==> config.mk <==
export PLATFORM = sky130hd
export DESIGN_NAME = range_filter_calibrate_moving_average_unit
export DESIGN_NICKNAME = d
export VERILOG_FILES = /design/src/sv/rfcma_pkg.sv /design/src/sv/rfcma_ram.sv /design/src/sv/rfcma_calib.sv /design/src/sv/rfcma_window.sv /design/src/sv/rfcma_divide.sv /design/src/sv/range_filter_calibrate_moving_average_unit.sv
export SDC_FILE = /design/constraint.sdc
export NUM_CORES = 1
export LEC_CHECK = 0
export ABC_AREA = 1
export BUFFER_PORTS_ARGS = -buffer_cell sky130_fd_sc_hd__buf_4
export CAP_MARGIN = 20
export CORE_MARGIN = 3
export CORE_UTILIZATION = 37
export CTS_CLUSTER_SIZE = 12
export DETAILED_ROUTE_END_ITERATION = 8
export GPL_TIMING_DRIVEN = 0
export SLEW_MARGIN = 5
export SYNTH_ARGS = -nofsm -noshare
export SYNTH_HDL_FRONTEND = slang
export SYNTH_SLANG_ARGS = --single-unit
==> constraint.sdc <==
create_clock -name clk_i -period 15.86 [get_ports clk_i]
set_clock_uncertainty 0.2 [all_clocks]
set_input_delay 1.586 -clock clk_i [delete_from_list [all_inputs] [get_ports clk_i]]
set_output_delay 1.586 -clock clk_i [all_outputs]
set_load 0.05 [all_outputs]
==> src/sv/rfcma_pkg.sv <==
// Package for the range filter, calibration and moving average unit.
// Holds the port payload types, the configuration types and fixed widths.
// No dependencies.
`timescale 1ns / 1ps
`default_nettype none

package rfcma_pkg;

  localparam int RAW_W   = 16;
  localparam int CAL_W   = 24;
  localparam int CFG_W   = 24;
  localparam int COUNT_W = 9;

  localparam logic signed [CAL_W-1:0] CAL_MAX = 24'sh7fffff;
  localparam logic signed [CAL_W-1:0] CAL_MIN = 24'sh800000;
  localparam logic [COUNT_W-1:0]      COUNT_MAX = 9'd511;

  typedef enum logic [1:0] {
    CFG_LOWER_LIMIT = 2'd0,
    CFG_UPPER_LIMIT = 2'd1,
    CFG_GAIN        = 2'd2,
    CFG_OFFSET      = 2'd3
  } cfg_idx_e;

  typedef struct packed {
    logic signed [RAW_W-1:0] raw_sample;
    logic                    end_of_batch;
  } in_t;

  typedef struct packed {
    logic signed [CAL_W-1:0] average;
    logic                    has_average;
    logic                    batch_done;
    logic [COUNT_W-1:0]      average_count;
  } out_t;

  typedef struct packed {
    logic signed [RAW_W-1:0] lower_limit;
    logic signed [RAW_W-1:0] upper_limit;
    logic signed [RAW_W-1:0] gain;
    logic signed [CAL_W-1:0] offset;
  } cfg_t;

  typedef struct packed {
    logic signed [CAL_W-1:0] value;
    logic                    keep;
    logic                    last;
  } cal_t;

  typedef struct packed {
    logic               has_mean;
    logic               last;
    logic [COUNT_W-1:0] count;
  } ctl_t;

endpackage

`default_nettype wire

==> src/sv/rfcma_ram.sv <==
// Generic single-port-write, single-port-read RAM with registered read data.
// Read returns the contents before a write to the same address in that cycle.
// No dependencies.
`timescale 1ns / 1ps
`default_nettype none

module rfcma_ram #(
  parameter int WIDTH = 24,
  parameter int DEPTH = 8
) (
  input  wire logic                                         clk_i,
  input  wire logic                                         we_i,
  input  wire logic [((DEPTH > 1) ? $clog2(DEPTH) : 1)-1:0] waddr_i,
  input  wire logic [WIDTH-1:0]                             wdata_i,
  input  wire logic [((DEPTH > 1) ? $clog2(DEPTH) : 1)-1:0] raddr_i,
  output logic      [WIDTH-1:0]                             rdata_o
);

  logic [WIDTH-1:0] mem [DEPTH];

  always_ff @(posedge clk_i) begin
    if (we_i) begin
      mem[waddr_i] <= wdata_i;
    end
    rdata_o <= mem[raddr_i];
  end

endmodule

`default_nettype wire

==> src/sv/rfcma_calib.sv <==
// Range check and gain/offset calibration, two register stages.
// Depends on rfcma_pkg.
`timescale 1ns / 1ps
`default_nettype none

module rfcma_calib (
  input  wire logic             clk_i,
  input  wire logic             rst_ni,
  input  wire rfcma_pkg::cfg_t  cfg_i,
  input  wire logic             in_valid_i,
  output logic                  in_ready_o,
  input  wire rfcma_pkg::in_t   in_data_i,
  output logic                  out_valid_o,
  input  wire logic             out_ready_i,
  output rfcma_pkg::cal_t       out_data_o
);

  localparam int PROD_W = 2 * rfcma_pkg::RAW_W;

  logic                                 va_q;
  logic signed [PROD_W-1:0]             prod_q;
  logic                                 keep_a_q;
  logic                                 last_a_q;
  logic                                 ready_b;
  logic                                 vb_q;
  rfcma_pkg::cal_t                      cal_q;

  logic signed [rfcma_pkg::RAW_W-1:0]   raw;
  logic signed [rfcma_pkg::RAW_W-1:0]   lower;
  logic signed [rfcma_pkg::RAW_W-1:0]   upper;
  logic signed [rfcma_pkg::RAW_W-1:0]   gain;
  logic signed [rfcma_pkg::CAL_W-1:0]   offset;
  logic signed [PROD_W-1:0]             prod;
  logic signed [rfcma_pkg::CAL_W-1:0]   scaled;
  logic signed [rfcma_pkg::CAL_W:0]     sum;
  logic signed [rfcma_pkg::CAL_W-1:0]   sat;

  assign raw    = in_data_i.raw_sample;
  assign lower  = cfg_i.lower_limit;
  assign upper  = cfg_i.upper_limit;
  assign gain   = cfg_i.gain;
  assign offset = cfg_i.offset;
  assign prod   = raw * gain;

  assign ready_b    = !vb_q || out_ready_i;
  assign in_ready_o = !va_q || ready_b;

  always_ff @(posedge clk_i or negedge rst_ni) begin
    if (!rst_ni) begin
      va_q <= 1'b0;
    end else if (in_ready_o) begin
      va_q <= in_valid_i;
    end
  end

  always_ff @(posedge clk_i) begin
    if (in_ready_o && in_valid_i) begin
      prod_q   <= prod;
      keep_a_q <= (raw >= lower) && (raw <= upper);
      last_a_q <= in_data_i.end_of_batch;
    end
  end

  // The arithmetic right shift divides by 256 rounding toward minus infinity.
  assign scaled = prod_q[PROD_W-1:8];
  assign sum    = (rfcma_pkg::CAL_W + 1)'(scaled) + (rfcma_pkg::CAL_W + 1)'(offset);

  always_comb begin
    if (sum > (rfcma_pkg::CAL_W + 1)'(rfcma_pkg::CAL_MAX)) begin
      sat = rfcma_pkg::CAL_MAX;
    end else if (sum < (rfcma_pkg::CAL_W + 1)'(rfcma_pkg::CAL_MIN)) begin
      sat = rfcma_pkg::CAL_MIN;
    end else begin
      sat = sum[rfcma_pkg::CAL_W-1:0];
    end
  end

  always_ff @(posedge clk_i or negedge rst_ni) begin
    if (!rst_ni) begin
      vb_q <= 1'b0;
    end else if (ready_b) begin
      vb_q <= va_q;
    end
  end

  always_ff @(posedge clk_i) begin
    if (ready_b && va_q) begin
      cal_q.value <= sat;
      cal_q.keep  <= keep_a_q;
      cal_q.last  <= last_a_q;
    end
  end

  assign out_valid_o = vb_q;
  assign out_data_o  = cal_q;

endmodule

`default_nettype wire

==> src/sv/rfcma_window.sv <==
// Window delay line, running sum and batch counters, one register stage.
// Depends on rfcma_pkg and rfcma_ram.
`timescale 1ns / 1ps
`default_nettype none

module rfcma_window #(
  parameter int WINDOW       = 8,
  parameter int MAX_ACCEPTED = 256,
  parameter int OUT_CAPACITY = 256,
  parameter int SUM_W        = 27
) (
  input  wire logic                    clk_i,
  input  wire logic                    rst_ni,
  input  wire logic                    in_valid_i,
  output logic                         in_ready_o,
  input  wire rfcma_pkg::cal_t         in_data_i,
  output logic                         out_valid_o,
  input  wire logic                    out_ready_i,
  output logic signed [SUM_W-1:0]      out_sum_o,
  output rfcma_pkg::ctl_t              out_ctl_o
);

  localparam int SLOT_W = (WINDOW > 1) ? $clog2(WINDOW) : 1;
  localparam int KW     = $clog2(MAX_ACCEPTED + 1);
  localparam int MW     = $clog2(OUT_CAPACITY + 1);
  localparam int CW     = (MW > rfcma_pkg::COUNT_W) ? MW : rfcma_pkg::COUNT_W;

  logic [SLOT_W-1:0]                   slot_q, slot_d;
  logic                                full_q;
  logic [KW-1:0]                       kept_q;
  logic [MW-1:0]                       means_q;
  logic signed [SUM_W-1:0]             sum_q;
  logic                                byp_q;
  logic [rfcma_pkg::CAL_W-1:0]         byp_data_q;
  logic                                v_q;
  logic signed [SUM_W-1:0]             out_sum_q;
  rfcma_pkg::ctl_t                     out_ctl_q;

  logic                                take;
  logic                                accept;
  logic                                wrap;
  logic                                have_mean;
  logic [rfcma_pkg::CAL_W-1:0]         rd_data;
  logic signed [rfcma_pkg::CAL_W-1:0]  old;
  logic signed [SUM_W-1:0]             sum_next;
  logic [MW-1:0]                       means_next;
  logic [CW-1:0]                       means_ext;
  logic [rfcma_pkg::COUNT_W-1:0]       count;

  assign in_ready_o = !v_q || out_ready_i;
  assign take       = in_valid_i && in_ready_o;
  assign accept     = take && in_data_i.keep && (kept_q < KW'(MAX_ACCEPTED));
  assign wrap       = (slot_q == SLOT_W'(WINDOW - 1));
  assign have_mean  = accept && (full_q || wrap) && (means_q < MW'(OUT_CAPACITY));

  always_comb begin
    slot_d = slot_q;
    if (take && in_data_i.last) begin
      slot_d = '0;
    end else if (accept) begin
      slot_d = wrap ? '0 : slot_q + SLOT_W'(1);
    end
  end

  rfcma_ram #(
    .WIDTH(rfcma_pkg::CAL_W),
    .DEPTH(WINDOW)
  ) u_store (
    .clk_i   (clk_i),
    .we_i    (accept),
    .waddr_i (slot_q),
    .wdata_i (in_data_i.value),
    .raddr_i (slot_d),
    .rdata_o (rd_data)
  );

  assign old        = full_q ? (byp_q ? byp_data_q : rd_data) : '0;
  assign sum_next   = sum_q - SUM_W'(old) + SUM_W'(in_data_i.value);
  assign means_next = means_q + MW'(have_mean);
  assign means_ext  = CW'(means_next);
  assign count      = (means_ext > CW'(rfcma_pkg::COUNT_MAX)) ? rfcma_pkg::COUNT_MAX
                                                              : means_ext[rfcma_pkg::COUNT_W-1:0];

  always_ff @(posedge clk_i or negedge rst_ni) begin
    if (!rst_ni) begin
      slot_q  <= '0;
      full_q  <= 1'b0;
      kept_q  <= '0;
      means_q <= '0;
      sum_q   <= '0;
      byp_q   <= 1'b0;
      v_q     <= 1'b0;
    end else begin
      slot_q <= slot_d;
      byp_q  <= accept && (slot_q == slot_d);
      if (take && in_data_i.last) begin
        full_q  <= 1'b0;
        kept_q  <= '0;
        means_q <= '0;
        sum_q   <= '0;
      end else if (accept) begin
        full_q  <= full_q || wrap;
        kept_q  <= kept_q + KW'(1);
        means_q <= means_next;
        sum_q   <= sum_next;
      end
      if (in_ready_o) begin
        v_q <= take && (have_mean || in_data_i.last);
      end
    end
  end

  always_ff @(posedge clk_i) begin
    byp_data_q <= in_data_i.value;
    if (take) begin
      out_sum_q          <= sum_next;
      out_ctl_q.has_mean <= have_mean;
      out_ctl_q.last     <= in_data_i.last;
      out_ctl_q.count    <= count;
    end
  end

  assign out_valid_o = v_q;
  assign out_sum_o   = out_sum_q;
  assign out_ctl_o   = out_ctl_q;

endmodule

`default_nettype wire

==> src/sv/rfcma_divide.sv <==
// Window mean: signed sum divided by the window length, rounded toward zero,
// by an exact reciprocal multiplication over two register stages.
// Depends on rfcma_pkg.
`timescale 1ns / 1ps
`default_nettype none

module rfcma_divide #(
  parameter int WINDOW = 8,
  parameter int SUM_W  = 27
) (
  input  wire logic                    clk_i,
  input  wire logic                    rst_ni,
  input  wire logic                    in_valid_i,
  output logic                         in_ready_o,
  input  wire logic signed [SUM_W-1:0] in_sum_i,
  input  wire rfcma_pkg::ctl_t         in_ctl_i,
  output logic                         out_valid_o,
  input  wire logic                    out_ready_i,
  output rfcma_pkg::out_t              out_data_o
);

  localparam int          L       = $clog2(WINDOW);
  localparam int          SH      = SUM_W + L;
  localparam int          RECIP_W = SUM_W + 2;
  localparam int          PROD_W  = SUM_W + RECIP_W;
  localparam logic [63:0] RECIP   = ((64'd1 << SH) + 64'(WINDOW) - 64'd1) / 64'(WINDOW);

  logic                               va_q;
  logic [PROD_W-1:0]                  prod_q;
  logic                               neg_q;
  rfcma_pkg::ctl_t                    ctl_q;
  logic                               ready_b;
  logic                               vb_q;
  rfcma_pkg::out_t                    out_q;

  logic                               neg;
  logic [SUM_W-1:0]                   mag;
  logic [PROD_W-1:0]                  prod;
  logic [rfcma_pkg::CAL_W-1:0]        quo;
  logic [rfcma_pkg::CAL_W-1:0]        mean;

  assign neg  = in_sum_i[SUM_W-1];
  assign mag  = neg ? (~in_sum_i + SUM_W'(1)) : in_sum_i;
  assign prod = mag * RECIP[RECIP_W-1:0];

  assign ready_b    = !vb_q || out_ready_i;
  assign in_ready_o = !va_q || ready_b;

  always_ff @(posedge clk_i or negedge rst_ni) begin
    if (!rst_ni) begin
      va_q <= 1'b0;
      vb_q <= 1'b0;
    end else begin
      if (in_ready_o) begin
        va_q <= in_valid_i;
      end
      if (ready_b) begin
        vb_q <= va_q;
      end
    end
  end

  always_ff @(posedge clk_i) begin
    if (in_ready_o && in_valid_i) begin
      prod_q <= prod;
      neg_q  <= neg;
      ctl_q  <= in_ctl_i;
    end
  end

  assign quo  = prod_q[SH +: rfcma_pkg::CAL_W];
  assign mean = neg_q ? (~quo + rfcma_pkg::CAL_W'(1)) : quo;

  always_ff @(posedge clk_i) begin
    if (ready_b && va_q) begin
      out_q.average       <= ctl_q.has_mean ? mean : '0;
      out_q.has_average   <= ctl_q.has_mean;
      out_q.batch_done    <= ctl_q.last;
      out_q.average_count <= ctl_q.count;
    end
  end

  assign out_valid_o = vb_q;
  assign out_data_o  = out_q;

endmodule

`default_nettype wire

==> src/sv/range_filter_calibrate_moving_average_unit.sv <==
// Range filter, calibration and moving average, top level.
// One transaction is accepted every cycle unless out_stall_i backs up the
// five-stage register pipeline, which then raises in_stall_o.
// Reset restores the register defaults and clears the window sum and counters;
// window contents stay undefined until written. Depends on rfcma_pkg and all rfcma_ modules.
`timescale 1ns / 1ps
`default_nettype none

module range_filter_calibrate_moving_average_unit #(
  parameter int WINDOW       = 8,
  parameter int MAX_ACCEPTED = 256,
  parameter int OUT_CAPACITY = 256
) (
  input  wire logic                          clk_i,
  input  wire logic                          rst_ni,
  input  wire logic                          cfg_we_i,
  input  wire logic [1:0]                    cfg_index_i,
  input  wire logic [rfcma_pkg::CFG_W-1:0]   cfg_data_i,
  input  wire logic                          in_valid_i,
  output logic                               in_stall_o,
  input  wire rfcma_pkg::in_t                in_data_i,
  output logic                               out_valid_o,
  input  wire logic                          out_stall_i,
  output rfcma_pkg::out_t                    out_data_o
);

  localparam int SUM_W = rfcma_pkg::CAL_W + $clog2(WINDOW);

  rfcma_pkg::cfg_t          cfg_q;
  logic                     calib_ready;
  logic                     cal_valid;
  rfcma_pkg::cal_t          cal_data;
  logic                     win_ready;
  logic                     win_valid;
  logic signed [SUM_W-1:0]  win_sum;
  rfcma_pkg::ctl_t          win_ctl;
  logic                     div_ready;

  always_ff @(posedge clk_i or negedge rst_ni) begin
    if (!rst_ni) begin
      cfg_q.lower_limit <= 16'sh8000;
      cfg_q.upper_limit <= 16'sh7fff;
      cfg_q.gain        <= 16'sh0100;
      cfg_q.offset      <= '0;
    end else if (cfg_we_i) begin
      case (rfcma_pkg::cfg_idx_e'(cfg_index_i))
        rfcma_pkg::CFG_LOWER_LIMIT: cfg_q.lower_limit <= cfg_data_i[rfcma_pkg::RAW_W-1:0];
        rfcma_pkg::CFG_UPPER_LIMIT: cfg_q.upper_limit <= cfg_data_i[rfcma_pkg::RAW_W-1:0];
        rfcma_pkg::CFG_GAIN:        cfg_q.gain        <= cfg_data_i[rfcma_pkg::RAW_W-1:0];
        rfcma_pkg::CFG_OFFSET:      cfg_q.offset      <= cfg_data_i;
        default: begin
        end
      endcase
    end
  end

  assign in_stall_o = !calib_ready;

  rfcma_calib u_calib (
    .clk_i       (clk_i),
    .rst_ni      (rst_ni),
    .cfg_i       (cfg_q),
    .in_valid_i  (in_valid_i),
    .in_ready_o  (calib_ready),
    .in_data_i   (in_data_i),
    .out_valid_o (cal_valid),
    .out_ready_i (win_ready),
    .out_data_o  (cal_data)
  );

  rfcma_window #(
    .WINDOW       (WINDOW),
    .MAX_ACCEPTED (MAX_ACCEPTED),
    .OUT_CAPACITY (OUT_CAPACITY),
    .SUM_W        (SUM_W)
  ) u_window (
    .clk_i       (clk_i),
    .rst_ni      (rst_ni),
    .in_valid_i  (cal_valid),
    .in_ready_o  (win_ready),
    .in_data_i   (cal_data),
    .out_valid_o (win_valid),
    .out_ready_i (div_ready),
    .out_sum_o   (win_sum),
    .out_ctl_o   (win_ctl)
  );

  rfcma_divide #(
    .WINDOW (WINDOW),
    .SUM_W  (SUM_W)
  ) u_divide (
    .clk_i       (clk_i),
    .rst_ni      (rst_ni),
    .in_valid_i  (win_valid),
    .in_ready_o  (div_ready),
    .in_sum_i    (win_sum),
    .in_ctl_i    (win_ctl),
    .out_valid_o (out_valid_o),
    .out_ready_i (!out_stall_i),
    .out_data_o  (out_data_o)
  );

endmodule

`default_nettype wire

==> results of run 1 <==
layout by cell type (no fill, tap or decap), types with 10 or more instances in the layout:
cell type,n
edfxtp_1,353
xnor2_1,25
nand4_1,33
nand3_1,308
nor2_4,11
buf_4,86
dfrtp_1,110
a21oi_1,115
o21ai_0,160
inv_1,1059
buf_6,12
dfxtp_1,48
dfstp_2,17
clkinv_2,11
ha_1,169
and2_1,16
fa_1,288
buf_2,38
o21bai_1,14
nand2_1,1089
clkbuf_16,58
o22ai_1,10
nor2_1,225
xor2_1,61
nor3_1,31
clkbuf_1,105
worst paths after layout:
path,end,slack [ps]
max,u_calib.prod_q[31],7850
min,u_divide.ctl_q[6],210
max reg2reg,u_calib.prod_q[31],8600
min reg2reg,u_divide.ctl_q[6],210
max in group asynchronous,cfg_q[4],13970
min in group asynchronous,cfg_q[58],710
routing by layer:
layer  track usage [%]  share of wire [%]
met5                 0              0.012
met4              7.29                4.0
met3              2.25                4.6
met2              34.5                 48
met1              24.9                 43
through the flow:
stage          utilization, %  hold WS (ps)  instances  worst slack (ps)
2_1_floorplan               -           200       4362              8770
3_3_place_gp             39.8           203       5733              7220
3_5_place_dp             40.1           205       5739              7280
4_1_cts                  42.0           218       5845              7960
5_1_grt                  42.0           226       5845              7620
6_report                 42.0           214       5845              7850
sequential cells by signal, summed over array words and instances, names as in the netlist, 26 cells and up:
| name | cells |
|---|---|
| u_window.u_store.mem | 192 |
| cfg_q | 72 |
| u_divide.out_data_o | 35 |
| u_window.out_sum_o | 27 |
| u_window.sum_q | 27 |
| u_calib.out_data_o | 26 |
cells by family after synthesis:
kind of cell,Yosys count
buffers and inverters,1209
multiplexers,8
XOR/XNOR,86
flip-flops,528
AO/OA/AOI/OAI,326
adder cells (fa/ha/maj),457
AND/OR/NAND/NOR,1748
cell type report:
class / instances / share of cell area [%]
plain buffers: 144 / 1.66
flip-flops and latches: 528 / 35.5
well taps: 1287 / 3.87
inverters: 1065 / 9.62
multi-input cells: 2625 / 42.9
clock inverters: 21 / 0.611
clock buffers: 85 / 3.90
repair buffers: 90 / 1.91
==> results.sh, run 1 <==
export IMPL_status="complete, no violations"
export IMPL_cp_required_ps=16040
export IMPL_antennaDiodeCount=0
export IMPL_clockBufferDepth=3
export IMPL_drive_gt1_share_pct=6.52
export IMPL_cts_hold_buf=0
export IMPL_cp_startpoint="in_data_i[7]"
export IMPL_syn_nets=4867
export IMPL_synth_xor_area_share_pct=2.03
export IMPL_drt_iter0_markers=1829
export IMPL_hp_class="reg2reg"
export IMPL_finalHoldViolCount=0
export IMPL_area_sequential_sq_um=14800
export IMPL_min_period_ps=8010
export IMPL_grt_start_max_net_pins=80
export IMPL_min_period_over_period_pct=50.5
export IMPL_port_buffer_count=84
export IMPL_endpoint_kind="flip-flop"
export IMPL_regToRegStartpoint="cfg_q[32]"
export IMPL_async_flop_share_pct=24.1
export IMPL_start_kind="primary input"
export IMPL_synth_top_family_by_area="adder cells"
export IMPL_cts_max_level=2
export IMPL_nets=5016
export IMPL_cts_resized_gates=0
export IMPL_yosys_area_share_simple_pct=19.5
export IMPL_drc=0
export IMPL_ys_seq_area_share_pct=39.7
export IMPL_worst_endpoint_arrival_ps=8190
export IMPL_gp_congestion=0.911
export IMPL_reg2reg_depth=20
export IMPL_critPathSlowestCell="clkbuf_1"
export IMPL_fin_setup_tns_ps=0
export IMPL_core_area_sq_um=99000
export IMPL_yosys_top_cells_area="edfxtp_1, fa_1, nand2_1"
export IMPL_cts_tree="done"
export IMPL_track_usage_pct=19.6
export IMPL_cp_buffers_inverters=6
export IMPL_first_pass_iters=6
export IMPL_final_area_sq_um=41600
export IMPL_postCtsSetupRepairBufs=0
export IMPL_path_depth=21
export IMPL_die_width_um=323
export IMPL_synth_warnings=0
export IMPL_critPathKind="in2reg"
export IMPL_die_area_sq_um=104000
export IMPL_clk_latency_ps=640
export IMPL_synthDistinctLibCells=52
export IMPL_synth_most_common_cell="nand2_1"
export IMPL_setup_viol=0
export IMPL_cts_inserted_buffers=57
export IMPL_synthCells=4362
export IMPL_clkSlewWorstSetupHoldPaths_ps=60
export IMPL_multiInputGateArea_sq_um=17800
export IMPL_max_freq_ghz=0.125
export IMPL_grt_overflow_total=0
export IMPL_yosys_top_cells_count="nand2_1, inv_1, edfxtp_1"
export IMPL_antenna_found_initial=1
export IMPL_root_buffer="clkbuf_16"
export IMPL_hold_start="u_window.out_ctl_o[6]"
export IMPL_clock_sinks=528
export IMPL_rsz0062_at_grt="no"
export IMPL_area_growth_pct=11.7
export IMPL_vias=27900
export IMPL_synth_adder_area_share_pct=21.2
export IMPL_num_rows=115
export IMPL_synth_top_area_cell="edfxtp_1"
export IMPL_die_h_um=323
export IMPL_synthMuxAreaShare_pct=0.242
export IMPL_n_fill_cell=9848
export IMPL_grt_pass1_vias=28200
export IMPL_synth_compound_area_share_pct=4.70
export IMPL_synth_edf_count=353
export IMPL_critPathMaxFanout=10
export IMPL_routedWlPerCell_um=17.1
export IMPL_critical_path_max_stage_delay_ps=650
export IMPL_ys_flop_type="edfxtp_1"
export IMPL_maxSlewHeadroom_pct=38.8
export IMPL_drt_wl_total_mm=100
export IMPL_holdPathStages=0
export IMPL_crit_chain="buf_4 -> clkbuf_1 -> clkbuf_1 -> nand2_1 -> fa_1 -> inv_1 -> fa_1 -> fa_1 -> fa_1 -> fa_1 -> inv_1 -> fa_1 -> inv_1 -> ha_1 -> a21oi_1 -> a21boi_0 -> o21ai_0 -> a21oi_1 -> nand2_1 -> nand2_1 -> nand2_1"
export IMPL_critPathMostFrequentCell="fa_1"
export IMPL_yosysTopAreaCellShare_pct=28.5
export IMPL_report_final_slew_viol_count=0
export IMPL_postSynthAreaPerCell_sq_um=8.53
export IMPL_detail_route_antenna_nets=0
export IMPL_max_cap_violations=0
export IMPL_synth_area_sq_um=37200
export IMPL_dp_hpwl_mm=78.7
export IMPL_io_pin_count=85
export IMPL_worst_pin_slew_ps=915
export IMPL_crit_family="adder cells"
export IMPL_dpl_cell_area_sq_um=39700
export IMPL_via_per_inst=4.77
export IMPL_initial_core_util_pct=37.6
export IMPL_grt_pass1_wl_mm=158
export IMPL_yosys_register_bits=528
Power of run 1 is left out: the tool's default activity adds up to more than one toggle a clock period on the data nets, which glitch-free logic cannot reach.
==> run 2, diff against run 1 <==
==> constraint.sdc (replaced) <==
create_clock -name clk_i -period 8.2 [get_ports clk_i]
set_clock_uncertainty 0.2 [all_clocks]
set_input_delay 0.82 -clock clk_i [delete_from_list [all_inputs] [get_ports clk_i]]
set_output_delay 0.82 -clock clk_i [all_outputs]
set_load 0.05 [all_outputs]
==> run 2 against run 1 <==
Compared with the run above:
- non-clock buffer count rose by 1
- final cell count barely moved
- critical path type unchanged
- worst hold slack got worse by 53 ps
- sequential cell count did not move
- design area barely moved
- critical path depth did not move
- worst setup slack got worse by 6900 ps
- wire length barely moved
- core utilization barely moved
- register-to-register slack got worse by 7600 ps
- global-route usage did not move
- sequential share of layout area barely moved
==> results.sh, run 2 (same netlist as run 1, synthesis figures left out) <==
export IMPL_grt_start_max_net_pins=80
export IMPL_port_buffer_count=84
export IMPL_grt_pass1_wl_mm=158
export IMPL_drt_wl_total_mm=100
export IMPL_endpoint_kind="flip-flop"
export IMPL_fin_setup_tns_ps=0
export IMPL_worst_pin_slew_ps=916
export IMPL_n_fill_cell=9848
export IMPL_rsz0062_at_grt="no"
export IMPL_die_width_um=323
export IMPL_max_cap_violations=0
export IMPL_initial_core_util_pct=37.6
export IMPL_critPathMostFrequentCell="fa_1"
export IMPL_cts_max_level=2
export IMPL_largest_reg_flops=192
export IMPL_cp_buffers_inverters=6
export IMPL_top_register="u_window.u_store.mem"
export IMPL_drive_gt1_share_pct=6.51
export IMPL_crit_chain="buf_4 -> clkbuf_1 -> clkbuf_1 -> nand2_1 -> fa_1 -> inv_1 -> fa_1 -> fa_1 -> fa_1 -> fa_1 -> inv_1 -> fa_1 -> inv_1 -> ha_1 -> a21oi_1 -> a21boi_0 -> o21ai_0 -> a21oi_1 -> nand2_1 -> nand2_1 -> nand2_1"
export IMPL_maxSlewHeadroom_pct=38.8
export IMPL_worst_endpoint_arrival_ps=7400
export IMPL_die_area_sq_um=104000
export IMPL_setup_viol=0
export IMPL_dp_hpwl_mm=78.7
export IMPL_root_buffer="clkbuf_16"
export IMPL_final_common_cell="nand2_1"
export IMPL_core_area_sq_um=99000
export IMPL_track_usage_pct=19.6
export IMPL_start_kind="primary input"
export IMPL_die_h_um=323
export IMPL_via_per_inst=4.76
export IMPL_postCtsSetupRepairBufs=0
export IMPL_gp_congestion=0.911
export IMPL_io_pin_count=85
export IMPL_drt_iter0_markers=1883
export IMPL_first_pass_iters=7
export IMPL_critPathKind="in2reg"
export IMPL_grt_overflow_total=0
export IMPL_hp_class="in2reg"
export IMPL_status="complete, no violations"
export IMPL_clockBufferDepth=3
export IMPL_cts_inserted_buffers=57
export IMPL_min_period_ps=7230
export IMPL_finalHoldViolCount=0
export IMPL_num_rows=115
export IMPL_critPathSlowestCell="clkbuf_1"
export IMPL_critical_path_max_stage_delay_ps=640
export IMPL_cts_tree="done"
export IMPL_clk_latency_ps=640
export IMPL_cp_required_ps=8380
export IMPL_report_final_slew_viol_count=0
export IMPL_final_cell_mix="nand2_1, inv_1, edfxtp_1"
export IMPL_clock_sinks=528
export IMPL_area_growth_pct=11.8
export IMPL_nets=5017
export IMPL_detail_route_antenna_nets=0
export IMPL_routedWlPerCell_um=17.1
export IMPL_grt_pass1_vias=28200
export IMPL_clkSlewWorstSetupHoldPaths_ps=50
export IMPL_antenna_found_initial=1
export IMPL_max_freq_ghz=0.138
export IMPL_crit_family="adder cells"
export IMPL_vias=27800
export IMPL_min_period_over_period_pct=88.1
export IMPL_drc=0
export IMPL_critPathMaxFanout=10
export IMPL_antennaDiodeCount=0
## run 2: per-layer routing
layer / up-vias / GRT usage [%] / routed length, um
met1: 13400 / 24.9 / 43300
met3: 175 / 2.25 / 4310
met5: - / 0 / 12
li1: 13600 / - / -
met4: 2 / 7.29 / 3970
met2: 640 / 34.5 / 48500
## run 2: stage by stage
step                      hold WS [ps]  utilization [%]  instance area (sq um)  setup WS, ps  instances
after floorplan                    200                -                  37200          1870       4362
after global placement             203             39.8                  39400           329       5733
after detailed placement           205             40.1                  39700           381       5739
after CTS                          111             42.0                  41600          1000       5846
after global routing               115             42.0                  41600           661       5846
final                              160             42.0                  41600           974       5846
## run 2: layout make-up
cell class | instances | area, sq um | area share [%]
sequential | 528 | 14800 | 35.5
clock buffer | 85 | 1620 | 3.90
multi-input combinational | 2625 | 17800 | 42.9
buffer | 144 | 692 | 1.66
timing repair buffer | 91 | 806 | 1.94
tap | 1287 | 1610 | 3.87
inverter | 1065 | 4000 | 9.62
clock inverter | 21 | 254 | 0.611
## run 2: what timing repair did
item                                    4_1_cts  5_1_grt
hold buffers                                  1        0
hold endpoints to repair                     31        0
endpoints found under the setup margin        0        0
resized for setup                             0        0
## run 2: final timing paths
| path | start | end | slack, ps | cells after the start |
|---|---|---|---|---|
| worst max register to register | cfg_q[32] | u_calib.prod_q[31] | 980 | 20 |
| max in group asynchronous | rst_ni | cfg_q[4] | 6450 | 3 |
| worst min register to register | u_window.out_ctl_o[6] | u_divide.ctl_q[6] | 210 | 0 |
| min in group asynchronous | rst_ni | cfg_q[58] | 570 | 2 |
| worst min-delay path | in_data_i[0] | u_calib.last_a_q | 160 | 1 |
| worst max-delay path | in_data_i[7] | u_calib.prod_q[31] | 970 | 21 |
Power of run 2 is left out for the same reason.
==> run 3, diff against run 2 <==
--- a/config.mk
+++ b/config.mk
@@ -10,6 +10,7 @@
 export CAP_MARGIN = 20
 export CORE_MARGIN = 3
 export CORE_UTILIZATION = 37
+export CTS_BUF_LIST = sky130_fd_sc_hd__clkbuf_4 sky130_fd_sc_hd__clkbuf_8 sky130_fd_sc_hd__clkbuf_16
 export CTS_CLUSTER_SIZE = 12
 export DETAILED_ROUTE_END_ITERATION = 8
 export GPL_TIMING_DRIVEN = 0
==> run 3 against run 2 <==
Compared with the run above:
- critical path depth is the same
- register-to-register slack is essentially flat
- final cell count is the same
- critical endpoint unchanged
==> results.sh, run 3 (same netlist as run 1, synthesis figures left out) <==
export IMPL_start_kind="primary input"
export IMPL_drc=0
export IMPL_crit_chain="buf_4 -> clkbuf_1 -> clkbuf_1 -> nand2_1 -> fa_1 -> inv_1 -> fa_1 -> fa_1 -> fa_1 -> fa_1 -> inv_1 -> fa_1 -> inv_1 -> ha_1 -> a21oi_1 -> a21boi_0 -> o21ai_0 -> a21oi_1 -> nand2_1 -> nand2_1 -> nand2_1"
export IMPL_cp_startpoint="in_data_i[7]"
export IMPL_area_growth_pct=12.0
export IMPL_clk_latency_ps=640
export IMPL_clockBufferDepth=3
export IMPL_hold_start="in_data_i[0]"
export IMPL_report_final_slew_viol_count=0
export IMPL_via_per_inst=4.76
export IMPL_setup_viol=0
export IMPL_antenna_found_initial=1
export IMPL_clkSlewWorstSetupHoldPaths_ps=50
export IMPL_holdPathStages=1
export IMPL_die_h_um=323
export IMPL_max_freq_ghz=0.138
export IMPL_worst_endpoint_arrival_ps=7420
export IMPL_cts_max_level=2
export IMPL_maxSlewHeadroom_pct=39.7
export IMPL_worst_pin_slew_ps=902
export IMPL_cts_inserted_buffers=57
export IMPL_regToRegStartpoint="cfg_q[32]"
export IMPL_clock_sinks=528
export IMPL_regToRegSetupSlack_ps=990
export IMPL_endpoint_kind="flip-flop"
export IMPL_drt_iter0_markers=1717
export IMPL_final_common_cell="nand2_1"
export IMPL_endpoint="u_calib.prod_q[31]"
export IMPL_port_buffer_count=84
export IMPL_cts_tree="done"
export IMPL_reg2reg_to="u_calib.prod_q[31]"
export IMPL_detail_route_antenna_nets=0
export IMPL_grt_pass1_vias=28200
export IMPL_top_register="u_window.u_store.mem"
export IMPL_drt_wl_total_mm=100
export IMPL_nets=5017
export IMPL_max_cap_violations=0
export IMPL_critPathMostFrequentCell="fa_1"
export IMPL_dpl_cell_area_sq_um=39700
export IMPL_finalHoldViolCount=0
export IMPL_first_pass_iters=5
export IMPL_root_buffer="clkbuf_16"
export IMPL_routedWlPerCell_um=17.1
export IMPL_rsz0062_at_grt="no"
export IMPL_track_usage_pct=19.6
export IMPL_initial_core_util_pct=37.6
export IMPL_critPathMaxFanout=10
export IMPL_io_pin_count=85
export IMPL_cts_resized_gates=0
export IMPL_critPathSlowestCell="clkbuf_1"
export IMPL_gp_congestion=0.911
export IMPL_grt_pass1_wl_mm=158
export IMPL_reg2reg_depth=20
export IMPL_grt_overflow_total=0
export IMPL_final_cell_mix="nand2_1, inv_1, edfxtp_1"
export IMPL_n_fill_cell=9839
export IMPL_status="complete, no violations"
export IMPL_grt_start_max_net_pins=80
export IMPL_hp_class="in2reg"
export IMPL_min_period_ps=7240
export IMPL_drive_gt1_share_pct=6.95
export IMPL_die_width_um=323
export IMPL_critPathKind="in2reg"
export IMPL_final_area_sq_um=41600
export IMPL_min_period_over_period_pct=88.3
export IMPL_vias=27800
export IMPL_die_area_sq_um=104000
export IMPL_dp_hpwl_mm=78.7
export IMPL_fin_setup_tns_ps=0
export IMPL_post_route_util_pct=42.1
export IMPL_antennaDiodeCount=0
export IMPL_core_area_sq_um=99000
export IMPL_critical_path_max_stage_delay_ps=660
export IMPL_num_rows=115
export IMPL_largest_reg_flops=192
export IMPL_holdWs_ps=163
export IMPL_cp_required_ps=8370
==> run 3: cell counts in the layout (fill, tap and decap cells not counted) <==
Identical to the previous run, type by type.
==> run 3: critical path, delay by kind of cell <==
family	cells	cell delay [ps]
AOI/OAI and AO/OA	4	1140
and+or+nand+nor	4	420
buffers and inverters	6	1390
adders and majority gates	7	3610
==> run 3: per-layer routing <==
layer  routed length, um  track usage [%]
met1               43000             24.7
met2               48500             34.5
met3                4640             2.58
met4                3900             7.10
met5                  12                0
==> run 3: cell type report <==
type                            instances  area (sq um)  share of cell area (%)
Multi-Input combinational cell       2625         17800                    42.8
Clock buffer                           85          1700                    4.08
Clock inverter                         21           254                   0.610
Sequential cell                       528         14800                    35.4
Tap cell                             1287          1610                    3.87
Timing Repair Buffer                   91           806                    1.93
Buffer                                144           692                    1.66
Inverter                             1065          4000                    9.60
==> run 3: worst min-delay path by stage <==
stage,slack (ps),to
finish,160,u_calib.last_a_q
global route,120,u_calib.last_a_q
CTS,110,u_calib.last_a_q
detailed placement,200,u_divide.ctl_q[6]
global placement,200,u_calib.out_data_o[0]
floorplan,200,u_calib.out_data_o[0]
==> run 3: stage by stage <==
| stage | instances | setup WS [ps] |
|---|---|---|
| CTS | 5846 | 1000 |
| global placement | 5733 | 329 |
| finish | 5846 | 957 |
| floorplan | 4362 | 1870 |
| global route | 5846 | 661 |
| detailed placement | 5739 | 381 |
==> run 3: what timing repair did <==
action | 4_1_cts | 5_1_grt
endpoints found under the hold margin | 31 | 0
hold buffers | 1 | 0
setup buffers | 0 | 0
Power of run 3 is left out for the same reason.
